$ cat config.mk
export PLATFORM = sky130hd
export DESIGN_NAME = sidp_sqrt
export DESIGN_NICKNAME = d
export VERILOG_FILES = /design/src/rtl/sidp_pkg.sv /design/src/rtl/sidp_sqrt.sv
export SDC_FILE = /design/constraint.sdc
export NUM_CORES = 2
export LEC_CHECK = 0
export ABC_CLOCK_PERIOD_IN_PS = 8200
export BUFFER_PORTS_ARGS = -buffer_cell sky130_fd_sc_hd__buf_2
export CORE_ASPECT_RATIO = 0.5
export CORE_MARGIN = 1.5
export CORE_UTILIZATION = 45
export CTS_BUF_LIST = sky130_fd_sc_hd__clkbuf_16
export CTS_CLUSTER_SIZE = 28
export DETAILED_ROUTE_END_ITERATION = 6
export PLACE_DENSITY_LB_ADDON = 0.08
export SLEW_MARGIN = 25
export SYNTH_ARGS = -nofsm -noshare
export SYNTH_HDL_FRONTEND = slang
export SYNTH_MEMORY_MAX_BITS = 65536
export SYNTH_SLANG_ARGS = --single-unit
$ cat constraint.sdc
create_clock -name i_clk -period 8.2 [get_ports i_clk]
set_input_delay 0.82 -clock i_clk [delete_from_list [all_inputs] [get_ports i_clk]]
set_output_delay 0.82 -clock i_clk [all_outputs]
set_load 0.02 [all_outputs]
$ cat src/rtl/sidp_pkg.sv
// ----------------------------------------------------------------------------
// sidp_pkg
// shared widths and register map for the softened inverse distance unit
// ----------------------------------------------------------------------------
package sidp_pkg;
    localparam int unsigned QW = 32;           // q16.16 word
    localparam int unsigned SW = 33;           // sum width
    localparam int unsigned DW = 49;           // dividend width (2^48)
    localparam int unsigned RW = 25;           // root width (max 2^24)
    localparam logic [31:0] QMAX = 32'hFFFF_FFFF;
    localparam logic [0:0]  ADDR_SOFTENING_SQ = 1'b0;

    // one item moving through the pipeline
    typedef struct packed {
        logic          zero;   // self pair
        logic [SW-1:0] s;      // softened sum
    } t_ctl;
endpackage

$ cat src/rtl/sidp_sqrt.sv
// ----------------------------------------------------------------------------
// sidp_sqrt
// pipelined digit-by-digit square root of the 49-bit quotient
// ----------------------------------------------------------------------------
module sidp_sqrt (
    input  logic                         i_clk,
    input  logic                         i_rst_n,
    input  logic                         i_en,
    input  logic                         i_valid,
    input  sidp_pkg::t_ctl               i_ctl,
    input  logic [sidp_pkg::DW-1:0]      i_val,
    output logic                         o_valid,
    output sidp_pkg::t_ctl               o_ctl,
    output logic [sidp_pkg::DW-1:0]      o_val,
    output logic [sidp_pkg::RW-1:0]      o_root
);
    localparam int unsigned DW = sidp_pkg::DW;
    localparam int unsigned RW = sidp_pkg::RW;
    localparam int unsigned M  = 2 * RW;   // padded radicand width

    logic [RW:1]        r_v;
    sidp_pkg::t_ctl     r_c   [1:RW];
    logic [DW-1:0]      r_d   [1:RW];
    logic [M-1:0]       r_x   [1:RW];
    logic [RW+1:0]      r_rem [1:RW];
    logic [RW-1:0]      r_r   [1:RW];

    for (genvar k = 0; k < RW; k++) begin : g_st
        logic           v_in;
        sidp_pkg::t_ctl c_in;
        logic [DW-1:0]  d_in;
        logic [M-1:0]   x_in;
        logic [RW+1:0]  rem_in;
        logic [RW-1:0]  r_in;
        logic [RW+1:0]  t;
        logic [RW+1:0]  trial;
        logic           b;
        if (k == 0) begin : g_first
            assign v_in   = i_valid;
            assign c_in   = i_ctl;
            assign d_in   = i_val;
            assign x_in   = M'(i_val);
            assign rem_in = '0;
            assign r_in   = '0;
        end else begin : g_next
            assign v_in   = r_v[k];
            assign c_in   = r_c[k];
            assign d_in   = r_d[k];
            assign x_in   = r_x[k];
            assign rem_in = r_rem[k];
            assign r_in   = r_r[k];
        end
        always_comb begin
            t     = {rem_in[RW-1:0], x_in[M-1:M-2]};
            trial = {r_in, 2'b01};
            b     = (t >= trial);
        end
        always_ff @(posedge i_clk) begin
            if (!i_rst_n) begin
                r_v[k+1] <= 1'b0;
            end else if (i_en) begin
                r_v[k+1] <= v_in;
            end
            if (i_en) begin
                r_c[k+1]   <= c_in;
                r_d[k+1]   <= d_in;
                r_x[k+1]   <= {x_in[M-3:0], 2'b00};
                r_rem[k+1] <= b ? (t - trial) : t;
                r_r[k+1]   <= {r_in[RW-2:0], b};
            end
        end
    end

    assign o_valid = r_v[RW];
    assign o_ctl   = r_c[RW];
    assign o_val   = r_d[RW];
    assign o_root  = r_r[RW];
endmodule
==> Word level (Yosys, flattened, before mapping) <==
Memories as Yosys holds them, arrays and structs flattened.
Cells that the tools add are included.
{ "classes": {"n_shift": 0, "mul": 0, "bitwise_logic": 0, "div": 0, "magnitude_cmp": 25, "n_reduce_logical": 0, "n_eq_ne": 0, "add_sub_neg": 25, "mux": 27} }
{ "op_table": {"columns": ["cell", "n"], "rows": [
  ["$mux W27", 25],
  ["$ge A27 B27 Y1", 24],
  ["$sub A27 B27 Y27", 24],
  ["$mux W1", 2],
  ["$sub A1 B1 Y2 const B", 1],
  ["$ge A1 B1 Y1 const B", 1]
]} }
{ "totals": {"mem_bits_ro": 0, "reg_bits": 25, "out_inout_bits": 109, "mem_bits_rw": 4575, "memories": 5, "latchBits": 0, "in_bits": 87, "word_cells": 107} }
{ "memory_table": {"columns": ["memory", "words", "word_bits", "rd", "rd_clocked_by_memory_dff", "write_ports", "line_no", "rtl"], "rows": [
  ["r_d", 25, 49, 25, 0, 25, "sidp_sqrt.sv:23", "logic [DW-1:0] r_d [1:RW];"],
  ["r_x", 25, 48, 24, 0, 25, "sidp_sqrt.sv:24", "logic [M-1:0] r_x [1:RW];"],
  ["r_c", 25, 34, 25, 0, 25, "sidp_sqrt.sv:22", "sidp_pkg::t_ctl r_c [1:RW];"],
  ["r_rem", 25, 27, 24, 0, 25, "sidp_sqrt.sv:25", "logic [RW+1:0] r_rem [1:RW];"],
  ["r_r", 25, 25, 25, 0, 25, "sidp_sqrt.sv:26", "logic [RW-1:0] r_r [1:RW];"]
]} }

==> Longest topological paths before layout <==
An unclocked memory read counts as a cell.
{ "logic_depth": {"ltp_word": 3, "depth_mapped": 13, "depth_no_buf": 13} }

==> Worst setup path before layout <==
OpenSTA, ideal clock, no wires.
{ "synth_path": {"kind": "flip-flop to flip-flop", "start": "register, netlist name r_rem[0][85]", "end": "register, netlist name r_rem[0][130]", "t_arrival_ns": 3.443, "period_less_slack_ns": 3.709, "path_stages_with_launch": 10, "setup_ns": 0.266, "n_path_buf": 0, "setup_slack_ns": 4.491, "t_required_ns": 7.934, "cell_sequence": "edfxtp_1 > or4_1 > or4_4 > or4_1 > or4_1 > or4_4 > nand3_2 > or3_1 > nor3_1 > xor2_1"} }

==> out/results.md <==
• **width of the chip** 711 µm
• **proportion of synthesized area in mux cells** 0.763%
• **clock tree from TritonCTS** built
• **die area** 254000 µm²
• **Synth Register Bits** 2962
• **Max-slew headroom** 31.2%
• **top-count cell post-synth** edfxtp_1
• **CTS Root Cell** clkbuf_16
• **worst setup path end** r_rem[1][31]$_DFFE_PP_
• **nature of the critical path endpoint** flop
• **Setup-failing EPs final** 0
• **distinct cell type count of the synthesized netlist** 75
• **area fraction in compound gates after synthesis** 5.74%
• **first-pass detailed-route iteration total** 5
• **area of the mapped netlist** 113000 µm²
• **Die Y** 357 µm
• **register-to-register setup slack** 3.65 ns
• **critical path's largest stage delay** 0.89 ns
• **total I/O pin count** 196
• **Post-Layout Cell Count** 10.7k
• **most numerous cell types in the synthesized netlist** edfxtp_1 (2937), inv_1 (424), nand2_1 (367), ha_1 (350), nor2_1 (305)
• **area share of xor/xnor cells in the synthesized design** 3.42%
• **initial antenna violation count** 2
• **DRC violations left** 0
• **Clock Sinks** 2962
• **areal power density over the cells** 279 nW/µm²
• **# fillers** 20.2k
• **Bufs on Longest Clock Path** 4
• **first-pass GRT wire length** 281000 µm
• **internal power summed over all cells** 27000 µW
• **critical path cell sequence** ha_1 > a21oi_1 > nand2_1 > a221oi_1 > o211ai_1 > a21oi_1 > clkinv_1 > mux2_2
• **number of DRC markers in iteration 0** 3920
• **min Tclk post-route** 4.55 ns
• **via count of the first global-routing pass** 54.3k
• **max-slew violation count** 0
• **status** finished, final reports clean
• **power dissipated by switching net loads** 8410 µW
• **EDFF count, synth** 2937
• **Sw Ratio** 23.7%
• **post-detailed-placement half-perimeter wirelength** 112000 µm
• **source-to-sink clock delay at the later pin of the worst-skew pair** 0.84 ns
• **critical path's slowest cell** clkinv_1
• **proportion of synthesized chip area in sequential cells** 78.6%
• **Worst Setup SP** r_rem[1][1]$_DFFE_PP_
• **total overflow reported by the global router** 0
• **standard cell core area** 248000 µm²
• **Fmax** 220 MHz
• **cell type with the highest occurrence count on the critical path** a21oi_1
• **count of max-cap constraint violations** 0
• **share of power burned in the clock network** 35.1%
• **top fanout value on the critical path** 25
• **drt wl/cell** 16.5 µm
• **layout cell share with drive strength beyond 1** 9.77%
• **capture point of the worst reg-to-reg path** r_rem[1][31]$_DFFE_PP_
• **final weighted congestion of routability-driven global placement** 0.900
• **# port buffers** 195
• **largest net degree at the start of global routing** 190
• **setup fix buffers added after clock tree synthesis** 0
• **setup skew after layout** 0.0521 ns
• **setup repair after global routing missed its margin** false
• **portion of the clock cycle consumed by the worst path in the final layout** 55.5%
• **leading post-synthesis cells by cell area** edfxtp_1 (78%), ha_1 (3.9%), xnor2_1 (1.7%)
• **worst path required time** 8.77 ns
• **Primary FF master, synth** edfxtp_1
• **layout overhead on the synthesized area** 12.5%
• **hold-fix buffers at CTS** 0
• **combinational family with the most area after synthesis** simple AND/OR/NAND/NOR gates
• **Total Routing Usage GR** 13.5%
• **launch point of the worst reg-to-reg path** r_rem[1][1]$_DFFE_PP_
• **Initial Utilization** 45.4%
• **share of the synthesized area in the top cell type** 78.2%
• **biggest area consumer among synthesized cells** edfxtp_1
• **type of origin of the critical path** flop
• **worst slew pin tran** 1.03 ns
• **synthesized instance count** 6729
• **adder-cell share of the synthesized area** 3.88%
• **total CTS buffers** 275
• **basic-gate share of the synthesized area counting and, or, nand and nor cells** 5.84%
• **Hold/Removal Path Class** primary input to flop
• **worst reg-to-reg path cell count** 8
• **clock-pin slew on the worst setup and hold paths** 0.07 ns
• **Logic pwr share** 11.4%
• **hold violation count in the final report** 0
• **critical path class** flop to flop
• **depth of the CTS H-tree** 5
• **number of nets in the final layout** 7590
• **maximum VDD drop** 0.156 mV
• **asr flop ratio synth** 0%
• **routed via count divided by cell count** 5.03
• **wirelength, routed** 176000 µm
• **total negative slack** 0 ns
• **DRT antenna net count** 0
• **post-route worst hold slack** 0.141 ns
• **warning count from the yosys run** 0
• **Placed Cells incl. Taps** 10.2k
• **number of vias after detailed routing** 53.8k
• **sequential group share of total power** 53.5%
• **cell leakage power** 0.0464 µW
• **number of nets in the synthesized netlist** 7166
• **mean instance size in the synthesized netlist** 16.8 µm²
• **arrival time at the worst endpoint** 5.12 ns
• **Placement Rows** 129
• **CTS-repair resized insts** 0
## worst max-delay path, delay by kind of cell, from the launching register on
family / cells / cell delay (ns)
muxes: 1 / 0.52
adders and majority gates: 1 / 0.40
and+or+nand+nor: 1 / 0.11
buffers and inverters: 1 / 0.89
AOI/OAI and AO/OA: 4 / 1.95
DFF: 1 / 0.40
## power by group through the flow
| stage | Combinational [µW] | Clock (µW) | Sequential [µW] |
|---|---|---|---|
| 3_3_place_gp | 3910 | 0 | 19300 |
| 5_1_grt | 4540 | 13500 | 19100 |
| 2_1_floorplan | 2890 | 0 | 19100 |
| 6_report | 4060 | 12400 | 19000 |
| 4_1_cts | 4050 | 13000 | 19000 |
| 3_5_place_dp | 4030 | 0 | 19300 |
## how the worst min path moves through the flow
stage	slack, ns	startpoint	depth (start not counted)	to
CTS	0.04	i_val[44]	1	r_d[0][93]$_DFFE_PP_
detailed placement	0.40	r_c[10][10]$_DFFE_PP_	0	r_c[11][10]$_DFFE_PP_
finish	0.14	i_val[44]	1	r_d[0][93]$_DFFE_PP_
global route	0.07	i_val[44]	1	r_d[0][93]$_DFFE_PP_
global placement	0.40	r_d[1][225]$_DFFE_PP_	0	r_d[1][274]$_DFFE_PP_
floorplan	0.40	r_c[9][0]$_DFFE_PP_	0	r_c[10][0]$_DFFE_PP_
## registers in the layout (all words and copies together) (netlist names)
| name | cells |
|---|---|
| r_d | 1223 |
| r_c | 850 |
| r_rem | 562 |
| r_r | 302 |
| g_st.v_in | 24 |
| o_valid | 1 |
## routing by layer
| metal | vias up | GRT usage [%] | wire length, µm |
|---|---|---|---|
| li1 | 26300 | - | - |
| met1 | 26000 | 16.6 | 75600 |
| met2 | 959 | 23.5 | 87000 |
| met3 | 481 | 2.46 | 6340 |
| met4 | 0 | 5.93 | 7140 |
| met5 | - | 0 | 0 |
## cell usage in the layout, fill, tap and decap left out, drive strengths merged, types with 92 or more instances in the layout
| master | count |
|---|---|
| edfxtp | 2937 |
| inv | 491 |
| nand2 | 367 |
| ha | 350 |
| nor2 | 305 |
| a21oi | 297 |
| clkbuf | 284 |
| o21ai | 282 |
| buf | 238 |
| xnor2 | 225 |
| xor2 | 216 |
| a21o | 132 |
| nor3 | 122 |
| clkinv | 92 |
## stage by stage
step | power [µW] | setup WS [ns] | cell area [µm²] | utilization, %
floorplan | 21900 | 4.49 | 113000 | -
global placement | 23200 | 3.84 | 118000 | 47.6
detailed placement | 23300 | 3.76 | 118000 | 47.6
CTS | 36000 | 3.71 | 127000 | 51.1
global route | 37100 | 3.40 | 127000 | 51.1
finish | 35400 | 3.65 | 127000 | 51.1
## kinds of logic after synthesis
logic type / after synthesis
flops: 2962
compound gates: 1041
other cells: 1
buf+inv: 517
simple gates: 1337
fa+ha+maj: 350
xor+xnor: 441
mux: 80
## area by class of cell
class	instances	area [µm²]	share of cell area (%)
Sequential cell	2962	88700	69.9
Clock buffer	284	7110	5.60
Clock inverter	190	1560	1.23
Timing Repair Buffer	238	1520	1.20
Multi-Input combinational cell	3250	22200	17.5
Inverter	426	1600	1.26
Antenna cell	1	2.50	0.00197
Tap cell	3340	4180	3.29
Note: power is estimated with default switching activity, not from simulation.
